$ cat config.mk
export PLATFORM = sky130hd
export DESIGN_NAME = binary_gnss_frame_deframer
export DESIGN_NICKNAME = d
export VERILOG_FILES = /design/src/rtl/dfr_pkg.sv /design/src/rtl/dfr_front.sv /design/src/rtl/dfr_queue.sv /design/src/rtl/binary_gnss_frame_deframer.sv
export SDC_FILE = /design/constraint.sdc
export NUM_CORES = 1
export LEC_CHECK = 0
export BUFFER_PORTS_ARGS = -buffer_cell sky130_fd_sc_hd__buf_2
export CORE_MARGIN = 10
export CORE_UTILIZATION = 56
export CTS_CLUSTER_SIZE = 24
export DETAILED_ROUTE_END_ITERATION = 16
export HOLD_SLACK_MARGIN = 0.12
export PLACE_DENSITY_LB_ADDON = 0.3
export SLEW_MARGIN = 20
export SYNTH_ARGS = -nofsm -noshare
export SYNTH_HDL_FRONTEND = slang
export SYNTH_SLANG_ARGS = --single-unit
$ cat constraint.sdc
create_clock -name clk -period 12.2 [get_ports clk]
set_clock_uncertainty 0.1 [all_clocks]
set_input_delay 0 -clock clk [delete_from_list [all_inputs] [get_ports clk]]
set_output_delay 0 -clock clk [all_outputs]
set_load 0.02 [all_outputs]
$ cat src/rtl/dfr_pkg.sv
// Shared types and codes for the binary GNSS frame deframer.
package dfr_pkg;

  localparam logic [1:0] KIND_DATA = 2'd0;
  localparam logic [1:0] KIND_GOOD = 2'd1;
  localparam logic [1:0] KIND_BAD  = 2'd2;
  localparam logic [1:0] KIND_DROP = 2'd3;

  localparam logic [1:0] REG_SYNC_FIRST   = 2'd0;
  localparam logic [1:0] REG_SYNC_SECOND  = 2'd1;
  localparam logic [1:0] REG_LENGTH_LIMIT = 2'd2;

  localparam logic [7:0]  SYNC_FIRST_RST   = 8'd181;
  localparam logic [7:0]  SYNC_SECOND_RST  = 8'd98;
  localparam logic [15:0] LENGTH_LIMIT_RST = 16'd255;

  typedef struct packed {
    logic [7:0]  sync_first;
    logic [7:0]  sync_second;
    logic [15:0] length_limit;
  } cfg_t;

  typedef struct packed {
    logic [1:0]  kind;
    logic [7:0]  msg_class;
    logic [7:0]  msg_id;
    logic [15:0] payload_len;
    logic [15:0] byte_index;
    logic [7:0]  payload_byte;
    logic [15:0] error_total;
  } result_t;

endpackage

$ cat src/rtl/dfr_front.sv
// Frame parser: hunts sync, tracks header and checksum, classifies each byte.
module dfr_front
  import dfr_pkg::*;
(
  input  logic       clk,
  input  logic       rst_n,
  input  logic       take,
  input  logic [7:0] rx_byte,
  input  cfg_t       cfg,
  output logic       push,
  output result_t    entry
);

  localparam logic [3:0] PH_SYNC1   = 4'd0;
  localparam logic [3:0] PH_SYNC2   = 4'd1;
  localparam logic [3:0] PH_CLASS   = 4'd2;
  localparam logic [3:0] PH_ID      = 4'd3;
  localparam logic [3:0] PH_LEN_LO  = 4'd4;
  localparam logic [3:0] PH_LEN_HI  = 4'd5;
  localparam logic [3:0] PH_PAYLOAD = 4'd6;
  localparam logic [3:0] PH_CK_A    = 4'd7;
  localparam logic [3:0] PH_CK_B    = 4'd8;

  logic [3:0]  phase_r, phase_nxt;
  logic [7:0]  cur_class_r, cur_class_nxt;
  logic [7:0]  cur_id_r, cur_id_nxt;
  logic [15:0] cur_length_r, cur_length_nxt;
  logic [15:0] byte_count_r, byte_count_nxt;
  logic [7:0]  sum_a_r, sum_a_nxt;
  logic [7:0]  sum_b_r, sum_b_nxt;
  logic [15:0] fail_count_r, fail_count_nxt;

  logic [7:0]  add_a;
  logic [7:0]  add_b;
  logic [15:0] count_inc;
  logic [15:0] fail_inc;
  logic        emit;
  logic [1:0]  emit_kind;
  logic [15:0] emit_index;
  logic [7:0]  emit_byte;

  assign add_a     = sum_a_r + rx_byte;
  assign add_b     = sum_b_r + add_a;
  assign count_inc = byte_count_r + 16'd1;
  assign fail_inc  = (fail_count_r == 16'hFFFF) ? fail_count_r : fail_count_r + 16'd1;

  always_comb begin
    phase_nxt      = phase_r;
    cur_class_nxt  = cur_class_r;
    cur_id_nxt     = cur_id_r;
    cur_length_nxt = cur_length_r;
    byte_count_nxt = byte_count_r;
    sum_a_nxt      = sum_a_r;
    sum_b_nxt      = sum_b_r;
    fail_count_nxt = fail_count_r;
    emit           = 1'b0;
    emit_kind      = KIND_DATA;
    emit_index     = 16'd0;
    emit_byte      = 8'd0;
    case (phase_r)
      PH_SYNC1: begin
        if (rx_byte == cfg.sync_first) phase_nxt = PH_SYNC2;
      end
      PH_SYNC2: begin
        phase_nxt = (rx_byte == cfg.sync_second) ? PH_CLASS : PH_SYNC1;
      end
      PH_CLASS: begin
        cur_class_nxt = rx_byte;
        sum_a_nxt     = rx_byte;
        sum_b_nxt     = rx_byte;
        phase_nxt     = PH_ID;
      end
      PH_ID: begin
        cur_id_nxt = rx_byte;
        sum_a_nxt  = add_a;
        sum_b_nxt  = add_b;
        phase_nxt  = PH_LEN_LO;
      end
      PH_LEN_LO: begin
        cur_length_nxt = {8'd0, rx_byte};
        sum_a_nxt      = add_a;
        sum_b_nxt      = add_b;
        phase_nxt      = PH_LEN_HI;
      end
      PH_LEN_HI: begin
        cur_length_nxt = {rx_byte, cur_length_r[7:0]};
        sum_a_nxt      = add_a;
        sum_b_nxt      = add_b;
        byte_count_nxt = 16'd0;
        if ({rx_byte, cur_length_r[7:0]} >= cfg.length_limit) begin
          byte_count_nxt = byte_count_r;
          phase_nxt      = PH_SYNC1;
          emit           = 1'b1;
          emit_kind      = KIND_DROP;
        end else if ({rx_byte, cur_length_r[7:0]} != 16'd0) begin
          phase_nxt = PH_PAYLOAD;
        end else begin
          phase_nxt = PH_CK_A;
        end
      end
      PH_PAYLOAD: begin
        sum_a_nxt      = add_a;
        sum_b_nxt      = add_b;
        byte_count_nxt = count_inc;
        if (count_inc == cur_length_r) phase_nxt = PH_CK_A;
        emit       = 1'b1;
        emit_kind  = KIND_DATA;
        emit_index = byte_count_r;
        emit_byte  = rx_byte;
      end
      PH_CK_A: begin
        if (rx_byte == sum_a_r) begin
          phase_nxt = PH_CK_B;
        end else begin
          phase_nxt      = PH_SYNC1;
          fail_count_nxt = fail_inc;
          emit           = 1'b1;
          emit_kind      = KIND_BAD;
        end
      end
      PH_CK_B: begin
        phase_nxt = PH_SYNC1;
        emit      = 1'b1;
        if (rx_byte == sum_b_r) begin
          emit_kind = KIND_GOOD;
        end else begin
          fail_count_nxt = fail_inc;
          emit_kind      = KIND_BAD;
        end
      end
      default: begin
        phase_nxt = PH_SYNC1;
      end
    endcase
  end

  assign push               = take & emit;
  assign entry.kind         = emit_kind;
  assign entry.msg_class    = cur_class_nxt;
  assign entry.msg_id       = cur_id_nxt;
  assign entry.payload_len  = cur_length_nxt;
  assign entry.byte_index   = emit_index;
  assign entry.payload_byte = emit_byte;
  assign entry.error_total  = fail_count_nxt;

  always_ff @(posedge clk) begin
    if (!rst_n) begin
      phase_r      <= PH_SYNC1;
      cur_class_r  <= 8'd0;
      cur_id_r     <= 8'd0;
      cur_length_r <= 16'd0;
      byte_count_r <= 16'd0;
      sum_a_r      <= 8'd0;
      sum_b_r      <= 8'd0;
      fail_count_r <= 16'd0;
    end else if (take) begin
      phase_r      <= phase_nxt;
      cur_class_r  <= cur_class_nxt;
      cur_id_r     <= cur_id_nxt;
      cur_length_r <= cur_length_nxt;
      byte_count_r <= byte_count_nxt;
      sum_a_r      <= sum_a_nxt;
      sum_b_r      <= sum_b_nxt;
      fail_count_r <= fail_count_nxt;
    end
  end

endmodule

$ cat src/rtl/dfr_queue.sv
// Result queue between the parser and the output channel.
module dfr_queue
  import dfr_pkg::*;
#(
  parameter int DEPTH = 4
)
(
  input  logic    clk,
  input  logic    rst_n,
  input  logic    push,
  input  result_t push_entry,
  input  logic    pop,
  output logic    full,
  output logic    not_empty,
  output result_t head
);

  localparam int PW = (DEPTH > 1) ? $clog2(DEPTH) : 1;
  localparam int CW = $clog2(DEPTH + 1);
  localparam logic [PW-1:0] LAST = PW'(DEPTH - 1);
  localparam logic [CW-1:0] FULL_COUNT = CW'(DEPTH);

  result_t         store_r [DEPTH];
  logic [PW-1:0]   wr_ptr_r, wr_ptr_nxt;
  logic [PW-1:0]   rd_ptr_r, rd_ptr_nxt;
  logic [CW-1:0]   count_r, count_nxt;

  assign full      = (count_r == FULL_COUNT);
  assign not_empty = (count_r != '0);
  assign head      = store_r[rd_ptr_r];

  always_comb begin
    wr_ptr_nxt = wr_ptr_r;
    rd_ptr_nxt = rd_ptr_r;
    count_nxt  = count_r;
    if (push) wr_ptr_nxt = (wr_ptr_r == LAST) ? '0 : wr_ptr_r + PW'(1);
    if (pop) rd_ptr_nxt = (rd_ptr_r == LAST) ? '0 : rd_ptr_r + PW'(1);
    if (push && !pop) count_nxt = count_r + CW'(1);
    else if (pop && !push) count_nxt = count_r - CW'(1);
  end

  always_ff @(posedge clk) begin
    if (!rst_n) begin
      wr_ptr_r <= '0;
      rd_ptr_r <= '0;
      count_r  <= '0;
    end else begin
      wr_ptr_r <= wr_ptr_nxt;
      rd_ptr_r <= rd_ptr_nxt;
      count_r  <= count_nxt;
    end
  end

  always_ff @(posedge clk) begin
    if (push) store_r[wr_ptr_r] <= push_entry;
  end

endmodule

$ cat src/rtl/binary_gnss_frame_deframer.sv
// Top level of the binary GNSS frame deframer: registers, parser and result queue.
// One received byte is accepted per clock cycle while the queue is not full.
// The parser updates header, Fletcher sums and counters in the cycle the byte
// is accepted and writes any result into a QUEUE_DEPTH-entry queue; the head
// of that queue drives the result channel. in_stall rises only while the queue
// is full, so with the result side taking items as they come the block
// sustains one byte per cycle and a result appears in the cycle after its byte.
module binary_gnss_frame_deframer
  import dfr_pkg::*;
#(
  parameter int QUEUE_DEPTH = 4
)
(
  input  logic        clk,
  input  logic        rst_n,
  input  logic        in_valid,
  output logic        in_stall,
  input  logic [7:0]  in_rx_byte,
  output logic        out_valid,
  input  logic        out_stall,
  output logic [1:0]  out_kind,
  output logic [7:0]  out_msg_class,
  output logic [7:0]  out_msg_id,
  output logic [15:0] out_payload_len,
  output logic [15:0] out_byte_index,
  output logic [7:0]  out_payload_byte,
  output logic [15:0] out_error_total,
  input  logic        psel,
  input  logic        penable,
  input  logic        pwrite,
  input  logic [3:0]  paddr,
  input  logic [31:0] pwdata,
  output logic [31:0] prdata,
  output logic        pready
);

  cfg_t    cfg_r;
  logic    cfg_write;
  logic    take;
  logic    push;
  logic    full;
  result_t push_entry;
  result_t head;

  assign pready    = 1'b1;
  assign cfg_write = psel & penable & pwrite;

  always_ff @(posedge clk) begin
    if (!rst_n) begin
      cfg_r.sync_first   <= SYNC_FIRST_RST;
      cfg_r.sync_second  <= SYNC_SECOND_RST;
      cfg_r.length_limit <= LENGTH_LIMIT_RST;
    end else if (cfg_write) begin
      case (paddr[3:2])
        REG_SYNC_FIRST:   cfg_r.sync_first   <= pwdata[7:0];
        REG_SYNC_SECOND:  cfg_r.sync_second  <= pwdata[7:0];
        REG_LENGTH_LIMIT: cfg_r.length_limit <= pwdata[15:0];
        default: ;
      endcase
    end
  end

  always_comb begin
    case (paddr[3:2])
      REG_SYNC_FIRST:   prdata = {24'd0, cfg_r.sync_first};
      REG_SYNC_SECOND:  prdata = {24'd0, cfg_r.sync_second};
      REG_LENGTH_LIMIT: prdata = {16'd0, cfg_r.length_limit};
      default:          prdata = 32'd0;
    endcase
  end

  assign in_stall = full;
  assign take     = in_valid & ~full;

  dfr_front u_front (
    .clk     (clk),
    .rst_n   (rst_n),
    .take    (take),
    .rx_byte (in_rx_byte),
    .cfg     (cfg_r),
    .push    (push),
    .entry   (push_entry)
  );

  dfr_queue #(
    .DEPTH (QUEUE_DEPTH)
  ) u_queue (
    .clk        (clk),
    .rst_n      (rst_n),
    .push       (push),
    .push_entry (push_entry),
    .pop        (out_valid & ~out_stall),
    .full       (full),
    .not_empty  (out_valid),
    .head       (head)
  );

  assign out_kind         = head.kind;
  assign out_msg_class    = head.msg_class;
  assign out_msg_id       = head.msg_id;
  assign out_payload_len  = head.payload_len;
  assign out_byte_index   = head.byte_index;
  assign out_payload_byte = head.payload_byte;
  assign out_error_total  = head.error_total;

endmodule

### After elaboration in Yosys (flattened, before gate mapping)

Memories as Yosys holds them, arrays and structs flattened. A register that Yosys moved wholly into a read port is not among the register bits.
Cells that the tools add are included.

* flip-flop bits (word level): 123
* latch bits: 0
* memory bits (writable): 296
* bits in read-only memories: 0
* logic and storage cells: 108
* memories kept: 1

Memory list
* u_queue.store_r: depth 4, bits a word 74, read ports 1, clocked after Yosys merged registers in 1, write ports 1, line dfr_queue.sv:23 `result_t store_r [DEPTH];`

* add/sub/neg operators: 8
* multiply operators: 0
* divide/modulo/power cells: 0
* $lt $le $gt $ge: 1
* equal/unequal tests: 22
* shift-type cells: 0
* muxes and demuxes: 36
* bitwise logic cells: 7
* reductions and logical operators: 19

Operators with widths (number)
* 16-bit one-hot mux with 2 select lines: 3
* 16-bit 2-to-1 mux: 5
* 16-bit one-hot mux with 3 select lines: 1
* 16-bit by 1-bit adder with 16-bit output (second input constant): 2
* 8-bit equality test: 4
* 4-bit one-hot mux with 8 select lines: 1
* 8-bit one-hot mux with 2 select lines: 2
* 8-bit 2-to-1 mux: 3
* 8-bit adder: 2
* 16-bit equality test: 1
* 16-bit equality test (second input constant): 1
* 4-bit by 3-bit equality test with 1-bit output (second input constant): 4
* 16-bit greater-or-equal comparator: 1
* 2-bit 2-to-1 mux: 8
* 4-bit 2-to-1 mux: 4
* 16-bit nonzero test: 1
* 4-bit by 2-bit equality test with 1-bit output (second input constant): 2
* 2-bit AND reduction: 4
* 2-bit equality test (second input constant): 3
* 3-bit 2-to-1 mux: 2
* 2-bit one-hot mux with 3 select lines: 1
* 3-bit AND reduction: 2
* 2-bit nonzero test: 3
* 1-bit bitwise AND: 5
* other kinds (19): 28

### Logic depth before layout (Yosys ltp)

* word-level depth: 8
* gate-level depth with buffers: 14
* depth with buffers taken out: 14

### By module

A second synthesis with hierarchy kept.

* cell total of the unflattened synthesis: 1429
* area total of the unflattened synthesis: 19152.1 um^2

Modules (own cells, without submodules)
* dfr_queue: times used 1, cells each 430, area an instance 11139.4 um^2
* dfr_front: times used 1, cells each 801, area an instance 6292.3 um^2
* binary_gnss_frame_deframer: times used 1, cells each 198, area an instance 1720.4 um^2

### Worst setup path after synthesis

No wires, ideal clock.

* path type: flip-flop to flip-flop
* from: register u_front.cur_length_r[0]
* to: memory u_queue.store_r[0][0] (netlist bit) (enable)
* setup time: 440 ps
* data arrival time: 3315 ps
* required time: 11660 ps
* path slack: 8345 ps
* cell stages (with the launch flop): 10
* clock period less this slack: 3855 ps
* cells stage by stage: dfxtp_1 > inv_1 > ha_1 > nor2b_1 > o21ai_0 > a31oi_1 > o21ai_0 > a21oi_1 > nor2_1 > and2_1

* cells in the longest elaborated chain, start to end: 6

Ends and longest elaborated chain
* start: declaration: line dfr_front.sv:27 `logic [15:0] cur_length_r, cur_length_nxt;`
* start signal: assignment: line dfr_front.sv:160 `cur_length_r <= cur_length_nxt;`
* 16-bit greater-or-equal comparator: line dfr_front.sv:90 `if ({rx_byte, cur_length_r[7:0]} >= cfg.length_limit) begin`
* 1-bit 2-to-1 mux: line dfr_front.sv:90
* 1-bit one-hot mux with 3 select lines: line dfr_front.sv:60 `case (phase_r)`
* 1-bit bitwise AND: line dfr_front.sv:137 `assign push = take & emit;`
* net push: line binary_gnss_frame_deframer.sv:40 `logic push;`
* 1-bit 2-to-1 mux: line dfr_queue.sv:55 `if (push) store_r[wr_ptr_r] <= push_entry;`
* 1-bit 2-to-1 mux (implied by the code): line dfr_queue.sv:55
* end: declaration: line dfr_queue.sv:23

The timed path passes the listed nets, and every way through them passes these cells.

### Worst setup path in the final report

* from: register u_front.phase_r[3]
* to: memory u_queue.store_r[2][34] (netlist bit) (enable)

* cells in the longest elaborated chain, start to end: 6
* elaborated cells between the ends (all ways): 9
* those cells by class: eq/ne: 4; mux: 3; bitwise: 1; reduce/logical: 1

Ends and longest elaborated chain
* start: declaration: line dfr_front.sv:24 `logic [3:0] phase_r, phase_nxt;`
* start signal: assignment: line dfr_front.sv:157 `phase_r <= phase_nxt;`
* 4-bit by 3-bit equality test with 1-bit output / 4-bit equality test (equally long branches): line dfr_front.sv:60
* 2-bit OR reduction (no source line)
* 1-bit one-hot mux with 3 select lines *: line dfr_front.sv:60
* 1-bit bitwise AND *: line dfr_front.sv:137
* net push: line binary_gnss_frame_deframer.sv:40
* 1-bit 2-to-1 mux *: line dfr_queue.sv:55
* 1-bit 2-to-1 mux (implied by the code) *: line dfr_queue.sv:55

The timed path passes the listed nets; every way through them passes the cells marked *.

==> qor.csv <==
metric,value,unit
DR WL/cell,20.53,um
final period utilization,0.3334,
synthesis-to-layout area growth,15.42,%
"Critical Path, Cell by Cell",nand2b_1 -> or2_2 -> nor2_2 -> a21oi_1 -> nor2_1 -> and2_4 -> buf_4,
Setup TNS,0,ns
DR vias/cell,5.878,
syn avg cell area,12.87,um^2
GRT Overall Usage,0.2055,
Post-synth EDFFs,296,
Inserted Clock Buffers,43,
Final nets,1708,
Post-route DRC,0,
DRT Pass-1 Iters,5,
H-Tree Depth,2,
ANT nets after route,0,
ys async rst share,0,
FF/Latch Area,11400,um^2
Final Max Tran Viols,0,
post-route minimum period,4.068,ns
status,"finished, final reports clean",
RSZ-0062 raised after global routing,false,
synth warn,0,
Initial Utilization,0.5717,
FP Rows,66,
CTS tree,done,
Rel. slew slack,0.2772,
hpwl dp,26000,um
Max Buffers Root-to-Sink,3,
antenna violations before repair,0,
Post-Syn Area,18740,um^2
"CP delay by family, top",simple AND/OR/NAND/NOR gates,
DIE AREA,41180,um^2
# IOs,160,
crit-path max FO,55,
PortBufs,124,
first-pass GRT wire length,68100,um
Unique masters post-synth,64,
Worst path max stage delay,0.70,ns
Worst-path clk slew,0.06,ns
Fillers,2342,
"Clk Latency, worst-skew pair",0.54,ns
#FFs+latches synth,421,
Synth Instances,1456,
worst setup path category,flop to flop,
Hold Crit Class,primary input to flop,
Die Width,202.9,um
"Buf+Inv Stages, Crit Path",1,
endpoints failing hold,0,
Crit. End Element,flop,
power density cells,167.9,nW/um^2
clk root buf,clkbuf_16,
WL final,42970,um
Core ar.,32780,um^2
worst path required time,12.25,ns
footprint of the multi-input gates,6868,um^2
VDD IR max,95.57,uV
routed vias,12300,
vias in the first global route,12400,
critical path startpoint category,flop,
total congestion overflow,0,
slowest CP cell,buf_4,
# Post-CTS Setup Buffers,0,
register area share after synthesis,0.6078,
Leak,0.007507,uW
number of diodes,0,
Max Cap Viol,0,
routability congestion estimate,0.8818,
Hold WS,0.1770,ns
clock sink count,421,
# setup viols final,0,
Worst-Margin Slew,1.084,ns
largest net degree at the start of global routing,79,
proportion of layout cells with a drive suffix above 1,0.2005,
Die Y,202.9,um
Max Clk Rate,245.8,MHz
most common flop cell mapped by yosys,edfxtp_1,
initial DRC count,1038,
CP arrival,4.12,ns
worst reg2reg max path, delay by kind of cell (launching register included):
kind            cells  cell delay [ns]
compound gates      1             0.31
buf+inv             1             0.71
flops               1             0.43
simple gates        5             2.04
worst paths after layout:
| path | from | to | slack (ns) | cells after the start |
|---|---|---|---|---|
| worst min-delay path | pwdata[6] | cfg_r[6] | 0.18 | 4 |
| worst max-delay path | u_front.phase_r[3] | u_queue.store_r[2][34] | 8.13 | 7 |
| worst min register to register | u_front.cur_class_r[2] | u_front.cur_class_r[2] | 0.35 | 2 |
| worst max register to register | u_front.phase_r[3] | u_queue.store_r[2][34] | 8.13 | 7 |
cell usage after synthesis (all sizes together), types with 2 or more instances:
library cell | count | area (um^2)
or2 | 4 | 25.02
nand2b | 6 | 37.54
buf | 45 | 251.5
a31oi | 11 | 68.82
a21oi | 92 | 460.4
and2 | 41 | 256.5
nor2b | 6 | 37.54
nand3 | 44 | 220.2
nor2 | 85 | 321.6
mux2i | 16 | 160.2
nor3b | 3 | 22.52
dfxtp | 125 | 2502
xor2 | 33 | 289.0
fa | 3 | 60.06
mux2 | 32 | 360.4
nor4 | 14 | 100.1
o21a | 3 | 22.52
or3 | 6 | 37.54
a21o | 4 | 30.03
and3 | 4 | 25.02
nand4 | 14 | 102.6
inv | 30 | 112.6
o21bai | 3 | 22.52
a2111oi | 2 | 23.77
o31ai | 2 | 15.01
ha | 38 | 475.5
or4 | 9 | 71.32
nor3 | 27 | 140.1
a211oi | 9 | 67.56
conb | 2 | 7.510
nand2 | 184 | 690.7
o211ai | 11 | 82.58
clkbuf | 54 | 202.7
o21ai | 57 | 289.0
nand3b | 5 | 37.54
xnor2 | 45 | 394.1
mux4 | 74 | 1667
edfxtp | 296 | 8889
and4 | 2 | 17.52
report_power, final:
group,switching (uW),internal (uW)
sequential,63.6,1550
combinational,427,331
clock,527,734
total,1020,2610
repair_timing:
action / 4_1_cts / 5_1_grt
gates resized for setup: 0 / 0
hold buffers: 60 / 0
hold endpoints to repair: 146 / 0
cells in the final DEF, fill, tap and decap left out, types with 7 or more instances in the layout:
cell type,synthesis,layout
a211oi_1,9,9
a21oi_1,92,92
a31oi_1,11,11
and2_1,41,37
buf_2,15,124
buf_4,17,15
clkbuf_1,54,15
clkbuf_16,0,44
clkinv_2,0,7
conb_1,2,17
dfxtp_1,125,123
dlygate4sd3_1,0,60
edfxtp_1,296,296
ha_1,38,38
inv_1,30,30
mux2_2,32,32
mux2i_1,16,16
mux4_2,74,74
nand2_1,184,184
nand3_1,44,44
nand4_1,13,13
nor2_1,84,84
nor3_1,26,26
nor4_1,12,12
o211ai_1,11,11
o21ai_0,55,55
or4_1,8,8
xnor2_1,45,45
xor2_1,33,33
flip-flops by register name (all words and copies together), names as in the netlist, named ones only:
register              cells
u_front.sum_b_r           8
u_queue.rd_ptr_r          2
u_queue.count_r           3
u_queue.wr_ptr_r          2
u_front.byte_count_r     16
u_front.cur_class_r       8
u_front.fail_count_r     16
u_front.cur_length_r     16
u_front.cur_id_r          8
u_front.sum_a_r           8
u_queue.store_r         296
cfg_r                    32
u_front.phase_r           4
through the flow:
stage	setup slack (ns)	cell area, um^2	utilization	total power, uW	cells
after floorplan	8.345	18800	-	2172	1471
after global placement	8.184	19660	0.5998	2392	1953
after detailed placement	8.074	19660	0.5998	2402	1953
after CTS	8.070	21630	0.6596	3665	2093
after global routing	7.775	21630	0.6598	3775	2093
final	8.132	21630	0.6598	3632	2093
cells by family (layout without fill, tap and decap cells):
| family | Yosys count | count (layout) | synth area share |
|---|---|---|---|
| and+or+nand+nor | 457 | 457 | 0.1158 |
| DFF | 421 | 421 | 0.6078 |
| AOI/OAI and AO/OA | 204 | 204 | 0.06255 |
| buffers and inverters | 130 | 310 | 0.03044 |
| muxes | 122 | 122 | 0.1167 |
| xor gates and xnor gates | 79 | 79 | 0.03772 |
| adders and majority gates | 41 | 41 | 0.02857 |
| other | 2 | 17 | 0.0004007 |
area by class of cell:
| class | count | area share |
|---|---|---|
| Clock buffer | 63 | 0.05605 |
| Sequential cell | 421 | 0.5269 |
| Multi-Input combinational cell | 920 | 0.3175 |
| Inverter | 31 | 0.005379 |
| Tap cell | 442 | 0.02557 |
| Clock inverter | 17 | 0.006941 |
| Timing Repair Buffer | 199 | 0.06166 |
metal layers:
metal | vias to the layer above | track usage | wire (um)
met5 | - | 0 | 0
met4 | 0 | 0.05942 | 999
met3 | 81 | 0.03837 | 3113
met2 | 466 | 0.3417 | 20720
met1 | 6089 | 0.2702 | 18140
li1 | 5666 | - | -
No activity file was read; power rests on OpenSTA's default activity.
